### src/design/rbpr_pkg.sv
// Package with shared types and constants of the reference-bit page replacer.
package rbpr_pkg;

    // Fixed field widths of the transfer payloads.
    localparam int PAGE_W  = 16;
    localparam int INDEX_W = 2;
    localparam int COUNT_W = 32;

    // Saturation value of the hit and fault totals.
    localparam logic [COUNT_W-1:0] COUNT_MAX = '1;

    // Defaults of the top-level parameters.
    localparam int FRAMES_DEF    = 4;
    localparam int PAGE_BITS_DEF = 16;

    // Controller states.
    typedef enum logic [1:0] {
        ST_IDLE,
        ST_LOOKUP,
        ST_COMMIT
    } rbpr_state_t;

    // Commands from the controller to the datapath.
    typedef struct packed {
        logic capture;
        logic lookup;
        logic commit;
    } rbpr_cmd_t;

endpackage

### src/design/rbpr_in_if.sv
// Input channel interface carrying one page reference per transfer.
interface rbpr_in_if;
    logic                        valid;
    logic                        ready;
    logic [rbpr_pkg::PAGE_W-1:0] page_number;

    modport source (output valid, output page_number, input ready);
    modport sink (input valid, input page_number, output ready);
endinterface

### src/design/rbpr_out_if.sv
// Output channel interface carrying one lookup result per transfer.
interface rbpr_out_if;
    logic                         valid;
    logic                         ready;
    logic                         hit;
    logic [rbpr_pkg::INDEX_W-1:0] frame_index;
    logic                         evicted_valid;
    logic [rbpr_pkg::PAGE_W-1:0]  evicted_page;
    logic [rbpr_pkg::COUNT_W-1:0] hit_total;
    logic [rbpr_pkg::COUNT_W-1:0] fault_total;

    modport source (output valid, output hit, output frame_index, output evicted_valid,
                    output evicted_page, output hit_total, output fault_total,
                    input ready);
    modport sink (input valid, input hit, input frame_index, input evicted_valid,
                  input evicted_page, input hit_total, input fault_total,
                  output ready);
endinterface

### src/design/rbpr_ctrl.sv
// Controller state machine that sequences capture, compare and commit of each reference.
module rbpr_ctrl (
    input  logic                clk,
    input  logic                rst_n,
    input  logic                in_valid,
    output logic                in_ready,
    input  logic                out_ready,
    output logic                out_valid,
    output rbpr_pkg::rbpr_cmd_t cmd
);

    rbpr_pkg::rbpr_state_t state_reg;
    rbpr_pkg::rbpr_state_t state_next;
    logic                  out_valid_reg;
    logic                  out_valid_next;
    logic                  slot_free;

    // The result register can take a new result when empty or being drained.
    assign slot_free = !out_valid_reg || out_ready;

    // Next-state logic.
    always_comb
    begin
        state_next = state_reg;
        unique case (state_reg)
            rbpr_pkg::ST_IDLE:
            begin
                if (in_valid)
                begin
                    state_next = rbpr_pkg::ST_LOOKUP;
                end
            end
            rbpr_pkg::ST_LOOKUP:
            begin
                state_next = rbpr_pkg::ST_COMMIT;
            end
            rbpr_pkg::ST_COMMIT:
            begin
                if (slot_free)
                begin
                    state_next = rbpr_pkg::ST_IDLE;
                end
            end
            default:
            begin
                state_next = rbpr_pkg::ST_IDLE;
            end
        endcase
    end

    // Output logic: handshake and datapath commands.
    always_comb
    begin
        in_ready    = 1'b0;
        cmd         = '0;
        unique case (state_reg)
            rbpr_pkg::ST_IDLE:
            begin
                in_ready    = 1'b1;
                cmd.capture = in_valid;
            end
            rbpr_pkg::ST_LOOKUP:
            begin
                cmd.lookup = 1'b1;
            end
            rbpr_pkg::ST_COMMIT:
            begin
                cmd.commit = slot_free;
            end
            default:
            begin
                in_ready = 1'b0;
            end
        endcase
    end

    // Result valid flag follows commits and output transfers.
    always_comb
    begin
        if (cmd.commit)
        begin
            out_valid_next = 1'b1;
        end
        else if (out_ready)
        begin
            out_valid_next = 1'b0;
        end
        else
        begin
            out_valid_next = out_valid_reg;
        end
    end

    always_ff @(posedge clk or negedge rst_n)
    begin
        if (!rst_n)
        begin
            state_reg     <= rbpr_pkg::ST_IDLE;
            out_valid_reg <= 1'b0;
        end
        else
        begin
            state_reg     <= state_next;
            out_valid_reg <= out_valid_next;
        end
    end

    assign out_valid = out_valid_reg;

endmodule

### src/design/rbpr_datapath.sv
// Datapath with the frame table, reference bits, victim pick, totals and result register.
module rbpr_datapath #(
    parameter int FRAMES    = rbpr_pkg::FRAMES_DEF,
    parameter int PAGE_BITS = rbpr_pkg::PAGE_BITS_DEF
) (
    input  logic                         clk,
    input  logic                         rst_n,
    input  rbpr_pkg::rbpr_cmd_t          cmd,
    input  logic [rbpr_pkg::PAGE_W-1:0]  page_number,
    output logic                         hit,
    output logic [rbpr_pkg::INDEX_W-1:0] frame_index,
    output logic                         evicted_valid,
    output logic [rbpr_pkg::PAGE_W-1:0]  evicted_page,
    output logic [rbpr_pkg::COUNT_W-1:0] hit_total,
    output logic [rbpr_pkg::COUNT_W-1:0] fault_total
);

    // Only the low PAGE_BITS bits of a reference take part, at most the PAGE_W bits of the field.
    localparam int KEY_W = (PAGE_BITS < rbpr_pkg::PAGE_W) ? PAGE_BITS : rbpr_pkg::PAGE_W;
    localparam int IDX_W = $clog2(FRAMES);

    // Increment of the totals at their full width.
    localparam logic [rbpr_pkg::COUNT_W-1:0] COUNT_ONE = 1;

    logic [KEY_W-1:0]            page_reg;
    logic [FRAMES-1:0]           match_reg;
    logic [KEY_W-1:0]            frame_page_reg [FRAMES];
    logic [FRAMES-1:0]           frame_valid_reg;
    logic [FRAMES-1:0]           ref_bits_reg;
    logic [FRAMES-1:0]           ref_bits_next;
    logic [rbpr_pkg::COUNT_W-1:0] hit_cnt_reg;
    logic [rbpr_pkg::COUNT_W-1:0] fault_cnt_reg;
    logic                        hit_out_reg;
    logic [rbpr_pkg::INDEX_W-1:0] index_out_reg;
    logic                        ev_valid_reg;
    logic [rbpr_pkg::PAGE_W-1:0] ev_page_reg;

    logic                        hit_any;
    logic [IDX_W-1:0]            hit_idx;
    logic [FRAMES-1:0]           clear_vec;
    logic                        have_clear;
    logic [IDX_W-1:0]            clear_idx;
    logic [IDX_W-1:0]            victim_idx;
    logic [IDX_W-1:0]            sel_idx;
    logic [IDX_W+1:0]            sel_idx_ext;
    logic                        victim_valid;
    logic [rbpr_pkg::PAGE_W-1:0] victim_page;

    // Capture the reference on an input transfer.
    always_ff @(posedge clk)
    begin
        if (cmd.capture)
        begin
            page_reg <= page_number[KEY_W-1:0];
        end
    end

    // Compare the reference against every occupied frame.
    always_ff @(posedge clk)
    begin
        if (cmd.lookup)
        begin
            for (int j = 0; j < FRAMES; j++)
            begin
                match_reg[j] <= frame_valid_reg[j] && (frame_page_reg[j] == page_reg);
            end
        end
    end

    // Priority picks: lowest matching frame and lowest frame with a clear bit.
    assign hit_any    = |match_reg;
    assign clear_vec  = ~ref_bits_reg;
    assign have_clear = |clear_vec;

    always_comb
    begin
        hit_idx   = '0;
        clear_idx = '0;
        for (int j = FRAMES - 1; j >= 0; j--)
        begin
            if (match_reg[j])
            begin
                hit_idx = IDX_W'(j);
            end
            if (clear_vec[j])
            begin
                clear_idx = IDX_W'(j);
            end
        end
    end

    // With every bit set, frame 0 is the victim.
    assign victim_idx   = have_clear ? clear_idx : '0;
    assign sel_idx      = hit_any ? hit_idx : victim_idx;
    assign sel_idx_ext  = {2'b00, sel_idx};
    assign victim_valid = frame_valid_reg[victim_idx];
    assign victim_page  = victim_valid ? rbpr_pkg::PAGE_W'(frame_page_reg[victim_idx]) : '0;

    // Reference bits: cleared when all were set on a fault, then the chosen frame is marked.
    always_comb
    begin
        if (hit_any || have_clear)
        begin
            ref_bits_next = ref_bits_reg;
        end
        else
        begin
            ref_bits_next = '0;
        end
        ref_bits_next[sel_idx] = 1'b1;
    end

    // Frame table and totals update at commit.
    always_ff @(posedge clk or negedge rst_n)
    begin
        if (!rst_n)
        begin
            frame_valid_reg <= '0;
            ref_bits_reg    <= '0;
            hit_cnt_reg     <= '0;
            fault_cnt_reg   <= '0;
        end
        else if (cmd.commit)
        begin
            ref_bits_reg <= ref_bits_next;
            if (hit_any)
            begin
                if (hit_cnt_reg != rbpr_pkg::COUNT_MAX)
                begin
                    hit_cnt_reg <= hit_cnt_reg + COUNT_ONE;
                end
            end
            else
            begin
                frame_valid_reg[victim_idx] <= 1'b1;
                if (fault_cnt_reg != rbpr_pkg::COUNT_MAX)
                begin
                    fault_cnt_reg <= fault_cnt_reg + COUNT_ONE;
                end
            end
        end
    end

    // Page numbers of the frames carry no reset.
    always_ff @(posedge clk)
    begin
        if (cmd.commit && !hit_any)
        begin
            frame_page_reg[victim_idx] <= page_reg;
        end
    end

    // Result register.
    always_ff @(posedge clk)
    begin
        if (cmd.commit)
        begin
            hit_out_reg   <= hit_any;
            index_out_reg <= sel_idx_ext[rbpr_pkg::INDEX_W-1:0];
            ev_valid_reg  <= !hit_any && victim_valid;
            ev_page_reg   <= hit_any ? '0 : victim_page;
        end
    end

    assign hit           = hit_out_reg;
    assign frame_index   = index_out_reg;
    assign evicted_valid = ev_valid_reg;
    assign evicted_page  = ev_page_reg;
    assign hit_total     = hit_cnt_reg;
    assign fault_total   = fault_cnt_reg;

endmodule

### src/design/reference_bit_page_replacer_core.sv
// Top level of the reference-bit page replacer: controller, datapath and checks.
//
// A not-recently-used page replacer over FRAMES fully associative frames. Each
// reference on req yields one result on rsp: hit or fault, the frame used, the
// page evicted from an occupied frame, and the saturating hit and fault totals
// after this reference. An item passes three steps from input transfer to
// result (capture, compare against all frames, commit of victim pick and
// table update), and the commit waits while the result register is full.
// The input takes no new item until the one before it is committed. A
// result waiting on rsp does not block the next input transfer, only its
// commit. Reset empties all frames and clears all reference bits and totals
// at once, so no clearing pass follows reset.
module reference_bit_page_replacer_core #(
    parameter int FRAMES    = rbpr_pkg::FRAMES_DEF,
    parameter int PAGE_BITS = rbpr_pkg::PAGE_BITS_DEF
) (
    input  logic       clk,
    input  logic       rst_n,
    rbpr_in_if.sink    req,
    rbpr_out_if.source rsp
);

    rbpr_pkg::rbpr_cmd_t cmd;

    // Controller.
    rbpr_ctrl u_ctrl (
        .clk       (clk),
        .rst_n     (rst_n),
        .in_valid  (req.valid),
        .in_ready  (req.ready),
        .out_ready (rsp.ready),
        .out_valid (rsp.valid),
        .cmd       (cmd)
    );

    // Datapath.
    rbpr_datapath #(
        .FRAMES    (FRAMES),
        .PAGE_BITS (PAGE_BITS)
    ) u_datapath (
        .clk           (clk),
        .rst_n         (rst_n),
        .cmd           (cmd),
        .page_number   (req.page_number),
        .hit           (rsp.hit),
        .frame_index   (rsp.frame_index),
        .evicted_valid (rsp.evicted_valid),
        .evicted_page  (rsp.evicted_page),
        .hit_total     (rsp.hit_total),
        .fault_total   (rsp.fault_total)
    );

    // A commit never overwrites a result that is still waiting.
    a_commit_slot_free: assert property (@(posedge clk) disable iff (!rst_n)
        cmd.commit |-> (!rsp.valid || rsp.ready))
        else $error("commit while result register held an untaken result");

    // A captured reference is compared in the following cycle.
    a_capture_then_lookup: assert property (@(posedge clk) disable iff (!rst_n)
        cmd.capture |=> cmd.lookup)
        else $error("capture not followed by lookup");

    // A commit always presents a result in the next cycle.
    a_commit_gives_result: assert property (@(posedge clk) disable iff (!rst_n)
        cmd.commit |=> rsp.valid)
        else $error("commit did not raise result valid");

    // No input transfer is taken while a reference is in flight.
    a_no_accept_in_flight: assert property (@(posedge clk) disable iff (!rst_n)
        (cmd.lookup || cmd.commit) |-> !req.ready)
        else $error("input ready while a reference is in flight");

endmodule
### src/flat_wrapper.sv
// flat-port wrapper written by rule: the top's interface ports become plain ports
module reference_bit_page_replacer_core_flat 
#(
    parameter int FRAMES    = rbpr_pkg::FRAMES_DEF,
    parameter int PAGE_BITS = rbpr_pkg::PAGE_BITS_DEF
)
  (clk, rst_n, req_valid, req_page_number, req_ready, rsp_valid, rsp_hit, rsp_frame_index, rsp_evicted_valid, rsp_evicted_page, rsp_hit_total, rsp_fault_total, rsp_ready);
  rbpr_in_if req_i ();
  rbpr_out_if rsp_i ();
  input  logic clk;
  input  logic rst_n;
  input wire logic [$bits(req_i.valid)-1:0] req_valid;
  input wire logic [$bits(req_i.page_number)-1:0] req_page_number;
  output wire logic [$bits(req_i.ready)-1:0] req_ready;
  output wire logic [$bits(rsp_i.valid)-1:0] rsp_valid;
  output wire logic [$bits(rsp_i.hit)-1:0] rsp_hit;
  output wire logic [$bits(rsp_i.frame_index)-1:0] rsp_frame_index;
  output wire logic [$bits(rsp_i.evicted_valid)-1:0] rsp_evicted_valid;
  output wire logic [$bits(rsp_i.evicted_page)-1:0] rsp_evicted_page;
  output wire logic [$bits(rsp_i.hit_total)-1:0] rsp_hit_total;
  output wire logic [$bits(rsp_i.fault_total)-1:0] rsp_fault_total;
  input wire logic [$bits(rsp_i.ready)-1:0] rsp_ready;
  assign req_i.valid = req_valid;
  assign req_i.page_number = req_page_number;
  assign req_ready = req_i.ready;
  assign rsp_valid = rsp_i.valid;
  assign rsp_hit = rsp_i.hit;
  assign rsp_frame_index = rsp_i.frame_index;
  assign rsp_evicted_valid = rsp_i.evicted_valid;
  assign rsp_evicted_page = rsp_i.evicted_page;
  assign rsp_hit_total = rsp_i.hit_total;
  assign rsp_fault_total = rsp_i.fault_total;
  assign rsp_i.ready = rsp_ready;
  reference_bit_page_replacer_core #(.FRAMES(FRAMES), .PAGE_BITS(PAGE_BITS)) u_core (.clk(clk), .rst_n(rst_n), .req(req_i), .rsp(rsp_i));
endmodule
### config.mk
export PLATFORM = sky130hd
export DESIGN_NAME = reference_bit_page_replacer_core_flat
export DESIGN_NICKNAME = d
export VERILOG_FILES = /design/src/design/rbpr_pkg.sv /design/src/design/rbpr_in_if.sv /design/src/design/rbpr_out_if.sv /design/src/design/rbpr_ctrl.sv /design/src/design/rbpr_datapath.sv /design/src/design/reference_bit_page_replacer_core.sv /design/src/flat_wrapper.sv
export SDC_FILE = /design/constraint.sdc
export NUM_CORES = 1
export LEC_CHECK = 0
export BUFFER_PORTS_ARGS = -buffer_cell sky130_fd_sc_hd__buf_2
export CAP_MARGIN = 0
export CELL_PAD_IN_SITES_DETAIL_PLACEMENT = 1
export CELL_PAD_IN_SITES_GLOBAL_PLACEMENT = 1
export CORE_UTILIZATION = 45
export DETAILED_ROUTE_END_ITERATION = 7
export GPL_ROUTABILITY_DRIVEN = 0
export GPL_TIMING_DRIVEN = 0
export MAX_ROUTING_LAYER = met4
export PLACE_DENSITY_LB_ADDON = 0.1
export SETUP_SLACK_MARGIN = 0.15
export SLEW_MARGIN = 20
export SYNTH_ARGS = -nofsm -noshare
export SYNTH_HDL_FRONTEND = slang
export SYNTH_HIERARCHICAL = 1
export SYNTH_SLANG_ARGS = --single-unit
### constraint.sdc
create_clock -name clk -period 3.4 [get_ports clk]
set_input_delay 0.34 -clock clk [delete_from_list [all_inputs] [get_ports clk]]
set_output_delay 0.34 -clock clk [all_outputs]
set_load 0.01 [all_outputs]
==> impl_metrics.json <==
{
  "wl_um": 19700,
  "yosys_warnings": 6,
  "synth_top_cell_by_area": "edfxtp_1",
  "path_class": "flop to flop",
  "worstReg2RegStart": "u_core/u_ctrl/state_reg[0]",
  "cts_buffers": 17,
  "reg2reg_to": "u_core/u_datapath/frame_page_reg[3][4]",
  "die_h_um": 135,
  "synth_common_cells": "edfxtp_1, xnor2_1, dfrtp_1, nand2_1, xor2_1",
  "grt_max_degree": 45,
  "cp.depth": 8,
  "clk_pin_slew_worst_paths_ns": 0.07,
  "pin_count": 106,
  "swShare": 0.310,
  "cts_tree": "built",
  "r2r_slack_ns": 0.77,
  "clock_skew_ns": 0.0188,
  "crit_path_start_kind": "flop",
  "dieWidth_um": 135,
  "tightest_slew_ns": 0.831,
  "crit_start": "u_core/u_ctrl/state_reg[0]",
  "vias_per_cell": 5.57,
  "htree_levels": 4,
  "crit_slowest_cell": "nor3_2",
  "cts_buffer_depth": 2,
  "crit_family": "simple AND/OR/NAND/NOR gates",
  "clockRootBuffer": "clkbuf_16",
  "pwr-share-clk": 0.330,
  "synth-edff-count": 104,
  "drive_above_1_share": 0.235,
  "switchingPower_w": 0.00178,
  "diodes": 0,
  "maxSlewViolCount": 0,
  "max-slew-margin-rel": 0.446,
  "ir_drop_mv": 0.439,
  "slowest_delay_ns": 0.52,
  "num_vias": 5423,
  "ys_async_sr_fraction": 0.419,
  "whs_endpoint": "u_core/u_datapath/page_reg[9]",
  "cp_num_buf_inv": 4,
  "final_core_util": 0.545,
  "largest_reg_flops": 64,
  "setup_ws_ns": 0.767,
  "yosys.area.top_type_share": 0.393,
  "place_ws_ns": 0.727,
  "fin_nets": 757,
  "fillers": 1792,
  "clk_latency_ns": 0.44,
  "cap_violations": 0,
  "grt_overflow": 0,
  "grtUsageTotal": 0.235,
  "drc_errors": 0,
  "p_int_w": 0.00396,
  "reg2regPathDepth": 8,
  "grt_pass1_vias": 5489,
  "dpl_cell_area_um2": 8870,
  "cp_cell_sequence": "nand2b_1 > nor2b_1 > buf_4 > buf_12 > nand2_1 > nor3_2 > buf_6 > buf_6",
  "clock-sinks": 179,
  "rsz0062_at_grt": "false",
  "post-cts-setup-buffers": 0,
  "crit_path_frequent_cell": "buf_6",
  "finalCritPeriodShare": 0.774,
  "antenna_found_initial": 0,
  "outcome": "completed",
  "rows": 48,
  "synth.distinct_cells": 53,
  "synth_area_per_cell_um2": 13.1,
  "synth_seq_area_share": 0.628,
  "critical_path_arrival_ns": 2.77,
  "power_density_nw_per_um2": 608,
  "fp.dieArea_um2": 18200,
  "final_area_um2": 9430,
  "routedWlPerCell_um": 20.2,
  "core-area_um2": 17300,
  "ys_top_cells_by_area": "edfxtp_1, dfrtp_1, xnor2_1, xor2_1, nand4_1",
  "syn-cell-area_um2": 7960,
  "final.min_clock_period_ns": 2.63,
  "syn_to_final_growth_pct": 18.6,
  "leakagePower_nw": 3.75,
  "start_util": 0.460,
  "dr.pass1.iters": 5,
  "pwr-share-seq": 0.480,
  "syn_nets": 627,
  "drt_iter0_drc": 390,
  "dp.cells": 940,
  "hold_depth": 1,
  "numPortBuffers": 105,
  "min_path_type": "primary input to flop",
  "hpwl_um": 13700,
  "crit_path_max_fanout": 21,
  "max_freq_mhz": 380,
  "min_from": "req_page_number[9]",
  "postRouteAntennaNets": 0,
  "holdWs_ns": 0.0708,
  "grt_pass1_wl_um": 31000,
  "setup_viol": 0,
  "hold_viol": 0,
  "required_ns": 3.54,
  "syn_inst": 605,
  "fin_cells": 973,
  "end_kind": "flop",
  "synth.most_common_cell": "edfxtp_1",
  "combinationalPowerShare": 0.190,
  "synth_seq_cells": 179,
  "ys.flop_type": "edfxtp_1"
}
placed cells by master (no fill, tap or decap), types with 16 or more instances in the layout:
cell type  count
clkbuf_16     17
dfrtp_1       75
nand3_1       28
a222oi_1      16
nand2_1       49
edfxtp_1     104
xnor2_1       83
a21oi_1       21
buf_2        108
xor2_1        43
nor2_1        17
nand4_1       40
layout make-up:
type                            count  area (µm²)  share of cell area
Buffer                             19         100              0.0106
Inverter                            8        30.0             0.00318
Timing Repair Buffer              111         618              0.0655
Tap cell                          225         282              0.0298
Clock inverter                     14         128              0.0135
Sequential cell                   179        5000               0.530
Multi-Input combinational cell    399        2850               0.302
Clock buffer                       18         429              0.0455
stage by stage:
step                      TNS [ns]  power, W
after global placement      -12.49   0.00381
after detailed placement         0   0.00389
after floorplan                  0   0.00342
final                            0   0.00573
after CTS                        0   0.00579
after global routing             0   0.00598
routing by layer:
layer  track usage  vias up  share of wire  wire length [µm]
li1              -     2513              -                 -
met4        0.0799        0          0.018               360
met5             -        -              0                 0
met2         0.381      117           0.50              9890
met1         0.293     2771           0.45              8770
met3        0.0492       22          0.034               673
power by group through the flow:
| stage | Sequential, W | Clock, W | Combinational, W |
|---|---|---|---|
| after global routing | 0.00278 | 0.00201 | 0.00118 |
| after detailed placement | 0.00279 | 0 | 0.00109 |
| after floorplan | 0.00278 | 0 | 0.000642 |
| after CTS | 0.00275 | 0.00194 | 0.00110 |
| final | 0.00275 | 0.00189 | 0.00109 |
| after global placement | 0.00277 | 0 | 0.00104 |
how the worst max path moves through the flow:
stage / to / slack (ns)
2_1_floorplan: u_core/u_datapath/frame_page_reg[3][0] / 0.66
3_3_place_gp: u_core/u_datapath/frame_page_reg[3][5] / -0.73
3_5_place_dp: u_core/u_datapath/frame_page_reg[3][5] / 0.73
4_1_cts: u_core/u_datapath/frame_page_reg[3][4] / 0.71
5_1_grt: u_core/u_datapath/frame_page_reg[3][4] / 0.56
6_report: u_core/u_datapath/frame_page_reg[3][4] / 0.77
timing repair:
item	in CTS	in global routing
hold buffers	1	0
resized for setup	0	0
endpoints found under the hold margin	31	0
cell families after synthesis:
logic type,share of synthesized area
simple gates,0.157
xor+xnor,0.139
mux,0.00283
compound gates,0.0535
buf+inv,0.0164
fa+ha+maj,0.00315
flops,0.629
Power figures use the tool's default switching activity.
